===== src/bae_pkg.sv =====
// ----------------------------------------------------------------------------
// bae_pkg
// Shared widths, defaults and status codes of the block average error
// estimator.
// ----------------------------------------------------------------------------
`default_nettype none

package bae_pkg;

  localparam int unsigned MAX_SAMPLES_DEF = 4096;
  localparam int unsigned MAX_BLOCKS_DEF  = 256;

  localparam int unsigned SAMPLE_W = 32;
  localparam int unsigned BC_W     = 9;    // block_count register
  localparam int unsigned SKIP_W   = 16;   // skip_count register
  localparam int unsigned SEEN_W   = 17;   // saturating run length
  localparam int unsigned PER_W    = 17;   // samples per block
  localparam int unsigned BI_W     = 10;   // block counter, holds up to 1023
  localparam int unsigned STATUS_W = 3;

  localparam int unsigned DIV_NW = 96;     // divider numerator / quotient
  localparam int unsigned DIV_DW = 64;     // divider denominator
  localparam int unsigned MUL_W  = 33;     // shared multiplier operands

  localparam int unsigned CFG_IDX_W  = 1;
  localparam int unsigned CFG_DATA_W = 16;

  localparam logic [CFG_IDX_W-1:0] REG_BLOCK_COUNT = 1'b0;
  localparam logic [CFG_IDX_W-1:0] REG_SKIP_COUNT  = 1'b1;

  localparam logic [STATUS_W-1:0] ST_OK        = 3'd0;
  localparam logic [STATUS_W-1:0] ST_TOO_FEW   = 3'd1;
  localparam logic [STATUS_W-1:0] ST_EMPTY_BLK = 3'd2;
  localparam logic [STATUS_W-1:0] ST_UNDER_TWO = 3'd3;
  localparam logic [STATUS_W-1:0] ST_ZERO_VAR  = 3'd4;
  localparam logic [STATUS_W-1:0] ST_OVERFLOW  = 3'd5;

endpackage

`default_nettype wire


===== src/bae_sqrt.sv =====
// ----------------------------------------------------------------------------
// bae_sqrt
// Integer square root of a 64-bit value, one result bit per cycle.
// ----------------------------------------------------------------------------
`default_nettype none

module bae_sqrt (
  input  wire logic        clk_i,
  input  wire logic        rst_ni,
  input  wire logic        start_i,
  input  wire logic [63:0] rad_i,
  output logic             done_o,
  output logic [31:0]      root_o
);
  import bae_pkg::*;

  logic [63:0] rad_q;
  logic [33:0] rem_q;
  logic [31:0] root_q;
  logic [4:0]  cnt_q;
  logic        run_q, done_q;

  logic [35:0] trial_rem, trial;
  logic        fits;

  assign trial_rem = {rem_q, rad_q[63:62]};
  assign trial     = {2'b00, root_q, 2'b01};
  assign fits      = trial_rem >= trial;

  always_ff @(posedge clk_i or negedge rst_ni) begin
    if (!rst_ni) begin
      run_q  <= 1'b0;
      done_q <= 1'b0;
      cnt_q  <= '0;
    end else begin
      done_q <= 1'b0;
      if (start_i) begin
        run_q <= 1'b1;
        cnt_q <= '0;
      end else if (run_q) begin
        cnt_q <= cnt_q + 1'b1;
        if (cnt_q == 5'd31) begin
          run_q  <= 1'b0;
          done_q <= 1'b1;
        end
      end
    end
  end

  always_ff @(posedge clk_i) begin
    if (start_i) begin
      rad_q  <= rad_i;
      rem_q  <= '0;
      root_q <= '0;
    end else if (run_q) begin
      rad_q  <= {rad_q[61:0], 2'b00};
      rem_q  <= 34'(fits ? trial_rem - trial : trial_rem);
      root_q <= {root_q[30:0], fits};
    end
  end

  assign done_o = done_q;
  assign root_o = root_q;

endmodule

`default_nettype wire

===== config.mk =====
export PLATFORM = sky130hd
export DESIGN_NAME = bae_sqrt
export DESIGN_NICKNAME = d
export VERILOG_FILES = /design/src/bae_pkg.sv /design/src/bae_sqrt.sv
export SDC_FILE = /design/constraint.sdc
export NUM_CORES = 1
export LEC_CHECK = 0
export ABC_AREA = 0
export BUFFER_PORTS_ARGS = -buffer_cell sky130_fd_sc_hd__buf_2
export CAP_MARGIN = 20
export CORE_MARGIN = 1
export CORE_UTILIZATION = 53
export CTS_CLUSTER_DIAMETER = 150
export DETAILED_ROUTE_END_ITERATION = 12
export HOLD_SLACK_MARGIN = 0.02
export PLACE_DENSITY_LB_ADDON = 0.25
export SLEW_MARGIN = 20
export SYNTH_ARGS = -nofsm -noshare
export SYNTH_HDL_FRONTEND = slang
export SYNTH_SLANG_ARGS = --single-unit

===== constraint.sdc =====
create_clock -name clk_i -period 2.7 [get_ports clk_i]
set_clock_uncertainty 0.05 [all_clocks]
set_input_delay 0.54 -clock clk_i [delete_from_list [all_inputs] [get_ports clk_i]]
set_output_delay 0.54 -clock clk_i [all_outputs]
set_load 0.05 [all_outputs]

== Word-level counts from Yosys, hierarchy flattened ==
Cells that the tools add are included.
Word-level totals
  register bits after elaboration: 137
  input port bits: 67
  output and inout port bits: 33
  word-level logic and storage cells: 22
Operators by class
  add/subtract/negate cells: 2
  $lt $le $gt $ge: 1
  equality and inequality tests: 1
  multiplexer cells: 11
  reductions and logical operators: 1
Operators with widths (count)
  2-to-1 mux 64 bit: 2
  greater-or-equal comparator 36 x 34 -> 1 bit: 1
  2-to-1 mux 34 bit: 1
  subtractor 34 bit: 1
  2-to-1 mux 5 bit: 2
  2-to-1 mux 1 bit: 6
  adder 5 x 1 -> 5 bit (second input constant): 1
  == test 5 bit (second input constant): 1
  nonzero test 2 bit: 1

== Depth between registers and ports, before layout ==
  depth in word-level cells: 4
  mapped depth: 13
  gate-level depth less buffers: 11

== Worst setup path after synthesis ==
No wires, ideal clock.
  kind: register to register
  from: register root_q[2] (netlist: root_o[2])
  to: register rem_q[23]
  setup time: 0.086 ns
  data arrival time: 2.830 ns
  required time: 2.564 ns
  setup slack: -0.265 ns
  cell stages (with the launch flop): 12
  path buffers: 0
  period minus slack after synthesis: 2.965 ns
  cells stage by stage: dfxtp_1 inv_1 ha_1 a21oi_1 o31ai_2 o21ai_2 a211oi_1 or3_1 a31oi_1 xnor2_1 mux2i_1 a211oi_1
Between the ends
  longest elaborated chain between the ends: 2
  elaborated cells on any way between the ends: 3
  classes of those cells: 1 x add/sub; 1 x order compare; 1 x mux
RTL lines
  start: declaration: line bae_sqrt.sv:19  | logic [31:0] root_q;
  start signal: assignment: line bae_sqrt.sv:58  | root_q <= {root_q[30:0], fits};
  subtractor 34 bit or greater-or-equal comparator 36 x 34 -> 1 bit (tied branches): line bae_sqrt.sv:57, bae_sqrt.sv:28
  2-to-1 mux 34 bit (*): line bae_sqrt.sv:57  | rem_q <= 34'(fits ? trial_rem - trial : trial_rem);
  end signal: assignment: line bae_sqrt.sv:57
  end: declaration: line bae_sqrt.sv:18  | logic [33:0] rem_q;
Every way passes the cells marked *; elsewhere a longest branch is shown, timed or not.
A chain may end at the register's enable or synchronous reset.

== Worst setup path in the final report ==
  from: register root_q[5] (netlist: root_o[5])
  to: register rem_q[13]
Same word-level chain as after synthesis.

==> summary.txt <==
GRT
  • GRT overflow: 0
  • Global routing usage on met2: 38.5%
  • M3 GR Usage: 7.22%
  • Initial antenna violation count: 0
  • GRT Overall Usage: 23.3%
  • Routing usage on met1: 28.7%
  • Pin count of the biggest net entering global routing: 65
  • Vias in the first global route: 5,717
  • Global-route wire length before repair: 26,800 microns
  • Busiest grt layer: met2

Synthesis
  • Yosys reg bits: 137
  • Synth area leaders: edfxtp_1, dfxtp_1, mux2_2
  • Post-Synth Adder-Cell Area: 6.06%
  • Post-synthesis mux area share: 15.7%
  • Post-synth ARST share: 5.11%
  • Distinct cells, synth: 55
  • Sequential cell area fraction in the yosys report: 46.0%
  • Synth Instances: 715
  • Synth Flop Type: dfxtp_1
  • Post-Syn Area per Cell: 10.4 sq um
  • Synth Cell Area: 0.00744 sq mm
  • Post-synth EDFFs: 64
  • Area share of xor/xnor cells in the synthesized design: 3.77%
  • Largest family of logic cells by synthesized area: multiplexers
  • Synthesized Nets: 818
  • Synth Area in Simple Gates: 11.2%
  • Yosys top cell by area: edfxtp_1
  • Synth Warn #: 0
  • Post-synth top area share: 25.8%
  • Synth Area in Compound Gates: 13.1%

Layout
  • Area of the multi-input gates: 0.00412 sq mm
  • # fillers: 969
  • Commonest non-fill, non-tap cell in the layout: buf_2
  • Most frequent cells in the layout: buf_2, nor2_1, buf_4, edfxtp_1, mux2_2
  • Seq. cell area: 0.00346 sq mm
  • Finished Layout Cells: 1,061
  • N_diodes: 0
  • Net count, final: 975
  • Synth-to-Final Area Change: 31.1%
  • Post-route cell area: 0.00975 sq mm
  • Layout cells sized above 1: 41.4%

Pwr
  • VDD IR-drop max: 0.740 mV
  • Cell Pwr Density: 1150 mW/mm^2
  • Leak: 4.27 nW
  • Pwr Total: 11.3 mW

Place
  • Placed cells: 1,013
  • DPL Wire Length: 10,900 microns
  • Dpl ws: -0.0383 ns
  • Port Buffers: 99
  • Area after DPL: 0.00853 sq mm
  • Placer Congestion: 0.862

Detailed routing
  • DRT iter0 DRCs: 345
  • DR pass1 iterations: 7
  • Final ANT Viol Nets: 0
  • WL/cell: 15.9 microns
  • Vias: 5,907
  • Total Wirelength: 16,900 microns
  • # DRC: 0
  • Vias per inst: 5.57

Timing
  • Total negative setup slack: 0 ns
  • Post-route setup slack: 0.0849 ns
  • Max Freq: 0.382 GHz
  • Worst-Margin Slew: 0.665 ns
  • Max Slew Vio Count: 0
  • Min Tclk post-route: 2.62 ns
  • Setup-failing EPs final: 0
  • Fin crit share: 96.9%
  • Normalized max-slew margin: 55.6%
  • Final Hold Fails: 0
  • RSZ-0062 raised after global routing: true

Die
  • Core area: 0.0135 sq mm
  • # rows: 42
  • # IOs: 100
  • Die Wd: 120 microns
  • Die area: 0.0145 sq mm
  • Die span in y: 120 microns
  • Starting Density: 55.3%

Run status
  • Outcome: completed

Clocking
  • Clk sinks: 137
  • CTS tree: built
  • Clock Latency Late Sink: 0.43 ns
  • H-tree depth: 4
  • Root Driver: clkbuf_16
  • TritonCTS Buffers: 17
  • Max Root-Sink Buffers: 2
  • Clock Pin Slew Worst Setup and Hold Paths: 0.06 ns

Worst setup path
  • Crit Path Category: register to register
  • CP Capture Type: register
  • Setup crit start kind: register
  • WP data arrival: 2.88 ns
  • Data required, critical path: 2.96 ns
  • CP Max Fanout: 12

Flow run
  • Maxcap violations: 0

Min path
  • Class of the worst hold path: primary input to register
[cell families after synthesis]
group	count (synthesis)
simple gates	185
compound gates	140
flops	137
mux	109
buf+inv	76
fa+ha+maj	36
xor+xnor	32
[flip-flops by register name, summed over array words and instances, names as in the netlist]
register and flops:
done_o 1, run_q 1, cnt_q 5, rad_q 64, rem_q 34, root_o 32
[final cells by class]
type / instances / area share, %
Sequential cell: 137 / 35.5
Clock buffer: 20 / 4.58
Inverter: 42 / 1.62
Tap cell: 176 / 2.26
Clock inverter: 12 / 1.89
Multi-Input combinational cell: 502 / 42.3
Timing Repair Buffer: 172 / 11.9
[metrics by stage]
step / hold slack, ns / util [%]
after floorplan: 0.194 / -
after global placement: 0.332 / 63.4
after detailed placement: 0.339 / 63.4
after CTS: 0.346 / 68.9
after global routing: 0.351 / 72.5
final: 0.355 / 72.5
[critical path: stages, from the launching register on]
cell	delay [ns]
dfxtp_4	0.34
inv_1	0.09
ha_4	0.22
a21oi_2	0.15
o21ai_1	0.10
or3_4	0.36
o211ai_4	0.18
nand3_2	0.12
a31oi_4	0.19
buf_12	0.16
buf_12	0.15
mux2i_1	0.09
a211oi_1	0.29
[power by group]
group / total [mW] / switching, mW / leakage, nW / internal (mW)
combinational: 6.00 / 2.93 / 2.64 / 3.07
clock: 2.51 / 0.927 / 0.304 / 1.59
sequential: 2.75 / 0.238 / 1.33 / 2.51
[cells in the mapped netlist (8+ instances only)]
master	n
a211oi_1	31
o21ai_0	16
a21o_1	10
nand2_1	32
a31oi_1	10
a21oi_1	38
nand3_1	9
clkbuf_1	24
xnor2_1	20
nor3_1	10
ha_1	36
xor2_1	12
nor2b_1	8
nor2_1	95
inv_1	42
mux2_2	62
dfxtp_1	66
mux2i_1	47
edfxtp_1	64
[path summary, 6_finish.rpt]
kind	from	to	cells past startpoint	slack, ns
max	root_o[5]$_SDFFE_PP0P_	rem_q[13]$_SDFFE_PP0P_	12	0.08
min reg2reg	rem_q[32]$_SDFFE_PP0P_	rem_q[32]$_SDFFE_PP0P_	2	0.46
min	rad_i[0]	rad_q[0]$_SDFFCE_PN0P_	2	0.35
max reg2reg	root_o[5]$_SDFFE_PP0P_	rem_q[13]$_SDFFE_PP0P_	12	0.08
max in group asynchronous	rst_ni	run_q$_DFF_PN0_	2	1.97
min in group asynchronous	rst_ni	done_o$_DFF_PN0_	2	0.45
[layer usage]
layer | part of all wire [%] | wire, microns
met1 | 44 | 7410
met2 | 49 | 8300
met3 | 5.7 | 963
met4 | 1.3 | 226
met5 | 0 | 0
[repair_timing]
item,CTS,global route
resized for setup,14,68
pin swaps,6,33
endpoints found under the setup margin,11,34
setup buffers,1,12
gates cloned,0,2
hold endpoints to repair,7,0
hold buffers,1,0
Power figures use the tool's default switching activity.
