## src/bae_pkg.sv

```systemverilog
// ----------------------------------------------------------------------------
// bae_pkg
// Shared widths, defaults and status codes of the block average error
// estimator.
// ----------------------------------------------------------------------------
`default_nettype none

package bae_pkg;

  localparam int unsigned MAX_SAMPLES_DEF = 4096;
  localparam int unsigned MAX_BLOCKS_DEF  = 256;

  localparam int unsigned SAMPLE_W = 32;
  localparam int unsigned BC_W     = 9;    // block_count register
  localparam int unsigned SKIP_W   = 16;   // skip_count register
  localparam int unsigned SEEN_W   = 17;   // saturating run length
  localparam int unsigned PER_W    = 17;   // samples per block
  localparam int unsigned BI_W     = 10;   // block counter, holds up to 1023
  localparam int unsigned STATUS_W = 3;

  localparam int unsigned DIV_NW = 96;     // divider numerator / quotient
  localparam int unsigned DIV_DW = 64;     // divider denominator
  localparam int unsigned MUL_W  = 33;     // shared multiplier operands

  localparam int unsigned CFG_IDX_W  = 1;
  localparam int unsigned CFG_DATA_W = 16;

  localparam logic [CFG_IDX_W-1:0] REG_BLOCK_COUNT = 1'b0;
  localparam logic [CFG_IDX_W-1:0] REG_SKIP_COUNT  = 1'b1;

  localparam logic [STATUS_W-1:0] ST_OK        = 3'd0;
  localparam logic [STATUS_W-1:0] ST_TOO_FEW   = 3'd1;
  localparam logic [STATUS_W-1:0] ST_EMPTY_BLK = 3'd2;
  localparam logic [STATUS_W-1:0] ST_UNDER_TWO = 3'd3;
  localparam logic [STATUS_W-1:0] ST_ZERO_VAR  = 3'd4;
  localparam logic [STATUS_W-1:0] ST_OVERFLOW  = 3'd5;

endpackage

`default_nettype wire

```

## src/bae_div.sv

```systemverilog
// ----------------------------------------------------------------------------
// bae_div
// Restoring long divider, one quotient bit per cycle.
// ----------------------------------------------------------------------------
`default_nettype none

module bae_div (
  input  wire logic                        clk_i,
  input  wire logic                        rst_ni,
  input  wire logic                        start_i,
  input  wire logic [bae_pkg::DIV_NW-1:0]  num_i,
  input  wire logic [bae_pkg::DIV_DW-1:0]  den_i,
  output logic                             done_o,
  output logic [bae_pkg::DIV_NW-1:0]       quo_o
);
  import bae_pkg::*;

  localparam int unsigned CNT_W = $clog2(DIV_NW);

  logic [DIV_DW-1:0] rem_q, den_q;
  logic [DIV_NW-1:0] quo_q;
  logic [CNT_W-1:0]  cnt_q;
  logic              run_q, done_q;

  logic [DIV_DW:0]   shifted;
  logic              fits;

  assign shifted = {rem_q, quo_q[DIV_NW-1]};
  assign fits    = shifted >= {1'b0, den_q};

  always_ff @(posedge clk_i or negedge rst_ni) begin
    if (!rst_ni) begin
      run_q  <= 1'b0;
      done_q <= 1'b0;
      cnt_q  <= '0;
    end else begin
      done_q <= 1'b0;
      if (start_i) begin
        run_q <= 1'b1;
        cnt_q <= '0;
      end else if (run_q) begin
        cnt_q <= cnt_q + 1'b1;
        if (cnt_q == CNT_W'(DIV_NW - 1)) begin
          run_q  <= 1'b0;
          done_q <= 1'b1;
        end
      end
    end
  end

  always_ff @(posedge clk_i) begin
    if (start_i) begin
      rem_q <= '0;
      den_q <= den_i;
      quo_q <= num_i;
    end else if (run_q) begin
      rem_q <= fits ? DIV_DW'(shifted - {1'b0, den_q}) : shifted[DIV_DW-1:0];
      quo_q <= {quo_q[DIV_NW-2:0], fits};
    end
  end

  assign done_o = done_q;
  assign quo_o  = quo_q;

endmodule

`default_nettype wire

```

## config.mk

```make
export PLATFORM = sky130hd
export DESIGN_NAME = bae_div
export DESIGN_NICKNAME = d
export VERILOG_FILES = /design/src/bae_pkg.sv /design/src/bae_div.sv
export SDC_FILE = /design/constraint.sdc
export NUM_CORES = 1
export LEC_CHECK = 0
export ABC_AREA = 1
export BUFFER_PORTS_ARGS = -buffer_cell sky130_fd_sc_hd__buf_2
export CAP_MARGIN = 40
export CORE_UTILIZATION = 47
export DETAILED_ROUTE_END_ITERATION = 8
export PLACE_DENSITY = 0.7
export SETUP_SLACK_MARGIN = 0.05
export SLEW_MARGIN = 20
export SYNTH_ARGS = -nofsm -noshare
export SYNTH_HDL_FRONTEND = slang
export SYNTH_SLANG_ARGS = --single-unit
```

## constraint.sdc

```tcl
create_clock -name clk_i -period 7 [get_ports clk_i]
set_clock_uncertainty 0.15 [all_clocks]
set_input_delay 0.7 -clock clk_i [delete_from_list [all_inputs] [get_ports clk_i]]
set_output_delay 0.7 -clock clk_i [all_outputs]
set_load 0.05 [all_outputs]
```

== Word level (Yosys, flattened, before mapping) ==
Index checks and enable logic that the tools add are counted.
Storage, ports and cells
  register bits after elaboration: 233
  output and inout bits: 97
  bits of input ports: 163
  logic and storage cells: 22
Operators by class
  reduce and logical (&&, ||, !) cells: 1
  mux-type cells: 11
  magnitude comparators: 1
  equal/unequal tests: 1
  add/subtract/negate cells: 2
Operators by type and width (number)
  96-bit two-way mux: 2
  65-bit by 64-bit greater-or-equal comparator with 1-bit output: 1
  64-bit two-way mux: 1
  64-bit subtractor: 1
  7-bit two-way mux: 2
  7-bit by 1-bit adder with 7-bit output (second input constant): 1
  7-bit equality test (second input constant): 1
  1-bit two-way mux: 6
  2-bit nonzero test: 1

== Longest topological paths before layout ==
  depth after elaboration: 4
  gate-level depth with buffers: 19
  gate-level depth less buffers: 18

== Least setup slack after synthesis ==
No wires, ideal clock.
  path kind: in2reg
  start: input start_i
  end: register quo_q[0], in the netlist quo_o[0] (enable)
  arrival: 4.030 ns
  cell stages on the path: 4
  setup time: 0.498 ns
  path slack: 2.321 ns
  path buffers: 2
  data required time: 6.352 ns
  path through: clkbuf_1 -> nor2_1 -> clkinv_1 -> clkbuf_1
On the way
  cells in the longest elaborated chain, start to end: 1
RTL lines
  from (decl): RTL line bae_div.sv:10  | input wire logic start_i,
  2-bit nonzero test (no source line)
  to (signal assigned): RTL line bae_div.sv:55  | quo_q <= num_i;
  to (signal assigned): RTL line bae_div.sv:58  | quo_q <= {quo_q[DIV_NW-2:0], fits};
  to (decl): RTL line bae_div.sv:21  | logic [DIV_NW-1:0] quo_q;
Every way passes these cells.
A chain may end at the register's enable or synchronous reset.

== Worst setup path in the final report ==
  start: register den_q[33]
  end: register rem_q[14]
On the way
  cells in the longest elaborated chain, start to end: 2
RTL lines
  from (decl): RTL line bae_div.sv:20  | logic [DIV_DW-1:0] rem_q, den_q;
  from (signal assigned): RTL line bae_div.sv:54  | den_q <= den_i;
  65-bit by 64-bit greater-or-equal comparator with 1-bit output: RTL line bae_div.sv:29  | assign fits = shifted >= {1'b0, den_q};
  64-bit two-way mux: RTL line bae_div.sv:57  | rem_q <= fits ? DIV_DW'(shifted - {1'b0, den_q}) : shifted[DIV_DW-1:0];
  to (signal assigned): RTL line bae_div.sv:57
  to (decl): RTL line bae_div.sv:20
Every way passes these cells.

==> results.toml <==
[flow_run]
maxCapViolations = 0

[place]
port_buffers = 259
place_hpwl_mm = 37.42
gp_congestion = 1.034
post-place-cells = 2962

[worst_setup_path]
cp-end-kind = "register"
critPathRequiredTime_ns = 7.29
r2r_setup_slack_ns = 3.56
r2r-end = "rem_q[14]"
r2r_cells = 13
path_class = "register to register"
r2r-start = "den_q[33]"
critPathMaxFanout = 64
arrival_ns = 3.73
critPathLaunchType = "register"

[floorplan]
die_w_um = 185.4
die_area_um2 = 34370
initial_core_util_pct = 48.21
die_h_um = 185.4
core_um2 = 32780
rows = 66
io_pins = 260

[pwr]
clkPwrFrac_pct = 37.7
p_switching_mw = 1.076
switching_share_pct = 29.85
leakagePower_nw = 10.25
p_comb_share_pct = 17.4
pwr-share-seq_pct = 44.9
total_power_mw = 3.605
vdd_ir_drop_max_v = 0.0002152
powerDensity_nw_per_um2 = 196.3
intPower_mw = 2.529

[global_route]
grt_pass1_wl_mm = 75.18
antenna_found_initial = 6
grt_overflow = 0
grt_max_degree = 86
globalRouteTotalUtil_pct = 28.16
grt_pass1_vias = 14280

[clocking]
clkLatencyLatePin_ns = 0.59
cts-resized-gates = 0
cts-root-buf = "clkbuf_16"
cts.reportedPaths.clkPinSlew_ns = 0.07
cts.htree.levels = 1
clk_path_buf_depth = 3
tritoncts = "built"
cts_buffers = 27
cts.sinks = 233

[sta]
max_freq_mhz = 290.7
final-hold-violation-count = 0
setup_viol = 0
rsz0062_at_grt = "false"
worstMarginPinSlew_ns = 0.7833
drv_slew = 0
maxSlewHeadroom_pct = 47.78
finalSetupTns_ns = 0
period_minus_slack_ns = 3.440
finalCritPeriodShare_pct = 49.15

[synthesis]
synth_area_um2 = 15810
dominantRegCellSynth = "edfxtp_1"
syn-num-nets = 2537
synth_seq_cells = 233
avgSynthCellArea_um2 = 6.849
yosysUniqueCellTypes = 39
syn_inst = 2308
seq_area_frac_synth_pct = 39.93
ys_warn_count = 0
synth-edff-count = 160
synth-async-reset-ratio_pct = 3.863

[drt]
drtPass1Iterations = 5
drc = 0
drt_iter0_drc = 1130
avgViaCountPerCell = 4.935
totalWireLength_mm = 48.06
wl_per_cell_um = 15.92
vias = 14890
postRouteAntennaNets = 0

[final_layout]
fillCellCount = 3351
multiInputGateArea_um2 = 7538
regArea_um2 = 6311
area_growth_syn_to_layout_pct = 16.20
stdcell_count = 3018
drive_above_1_share_pct = 15.12
final_nets = 2781

[hold_path]
hold_depth = 1
worstHoldPathType = "input port to register"
hold_start = "den_i[44]"
hold_end = "den_q[44]"

[run_status]
status = "complete, no violations"
## Yosys cell counts (22+ instances only)
library cell,count,area share (%)
nand2_1,999,24
inv_1,423,10
edfxtp_1,160,30
nand3_1,135,4.3
nor2_1,103,2.4
ha_1,65,5.1
dfxtp_1,64,8.1
a21oi_1,53,1.7
nand3b_1,35,1.7
clkbuf_1,30,0.71
xnor2_1,28,1.6
o21ai_0,22,0.70
## worst max-delay path, cell delays in order, from the launching register on
cell,delay (ns)
edfxtp_1,0.33
inv_1,0.05
ha_1,0.40
nand2_1,0.14
nor2_1,0.26
nand2_1,0.20
nor2_2,0.17
and3_1,0.23
nand2_4,0.19
buf_16,0.26
nand2_4,0.56
nand2_1,0.12
nand3_1,0.10
o21ai_0,0.08
## per-layer routing
layer | up-vias | track usage (%) | routed length, µm | part of all wire [%]
met3 | 66 | 5.092 | 3313 | 6.9
met1 | 6766 | 36.85 | 21110 | 44
met2 | 482 | 47.57 | 22350 | 47
met4 | 6 | 7.306 | 1248 | 2.6
met5 | - | 0 | 40 | 0.083
li1 | 7573 | - | - | -
## metrics by stage
stage	setup WS, ns	instance area (µm²)	hold slack, ns	util [%]
finish	3.560	18370	0.1342	56.03
global route	3.194	18360	0.1155	56.01
CTS	3.358	18310	0.1110	55.84
detailed placement	3.359	17450	0.3076	53.22
global placement	3.315	17390	0.3024	53.05
floorplan	2.321	15810	0.2544	-
## sequential cells by signal, indices dropped and copies added, names as in the netlist
name and cells:
den_q 64, rem_q 64, run_q 1, cnt_q 7
done_o 1, quo_o 96
## layout by cell type (no fill, tap or decap), types with 3 or more instances in the layout
| cell type | n |
|---|---|
| nand2_1 | 999 |
| inv_1 | 422 |
| buf_2 | 258 |
| edfxtp_1 | 160 |
| nand3_1 | 135 |
| nor2_1 | 101 |
| ha_1 | 65 |
| dfxtp_1 | 64 |
| a21oi_1 | 53 |
| nand3b_1 | 35 |
| xnor2_1 | 28 |
| clkbuf_16 | 27 |
| o21ai_0 | 22 |
| o21ai_1 | 21 |
| nand2_2 | 19 |
| nand3_2 | 18 |
| nand4_1 | 17 |
| nor2_2 | 16 |
| nor3_1 | 16 |
| inv_2 | 13 |
| nor2_4 | 9 |
| dfrtp_1 | 9 |
| o21bai_1 | 8 |
| clkbuf_1 | 8 |
| clkinv_1 | 6 |
| buf_4 | 6 |
| buf_16 | 4 |
| diode_2 | 3 |
| and3_1 | 3 |
| xor2_1 | 3 |
| clkinv_2 | 3 |
| clkbuf_8 | 3 |
## power groups by stage
stage	Sequential, mW	Clock (mW)	Combinational [mW]
finish	1.62	1.36	0.626
detailed placement	1.64	0	0.622
floorplan	1.82	0	0.251
global route	1.63	1.45	0.677
CTS	1.62	1.39	0.624
global placement	1.64	0	0.613
## cells by family (layout without fill, tap and decap cells)
kind of cell / Yosys count / in the layout / synth area share (%)
flops: 233 / 233 / 39.93
xor+xnor: 31 / 31 / 1.718
other cells: 0 / 3 / 0
buf+inv: 492 / 757 / 12.44
simple gates: 1375 / 1375 / 36.80
fa+ha+maj: 66 / 66 / 5.272
compound gates: 111 / 111 / 3.839
## area by class of cell
cell class,instances,share of cell area (%)
Antenna cell,3,0.04087
Clock buffer,38,4.067
Timing Repair Buffer,270,7.990
Clock inverter,12,0.5450
Sequential cell,233,34.36
Multi-Input combinational cell,1583,41.04
Inverter,437,8.944
Tap cell,442,3.011
## how the worst max path moves through the flow
stage                     depth (start not counted)  startpoint         to  slack [ns]
final                                            13   den_q[33]  rem_q[14]        3.56
after global placement                           12   den_q[33]  rem_q[49]        3.32
after global routing                             13   den_q[33]  rem_q[10]        3.19
after floorplan                                   4     start_i   quo_o[0]        2.32
after CTS                                        14   den_q[52]  rem_q[42]        3.36
after detailed placement                          5     start_i  quo_o[36]        3.36
## timing repair
item,CTS,global route
buffers inserted,0,0
hold buffers,1,0
endpoints found under the hold margin,9,0
setup endpoints to repair,0,0
Note: power is estimated with default switching activity, not from simulation.
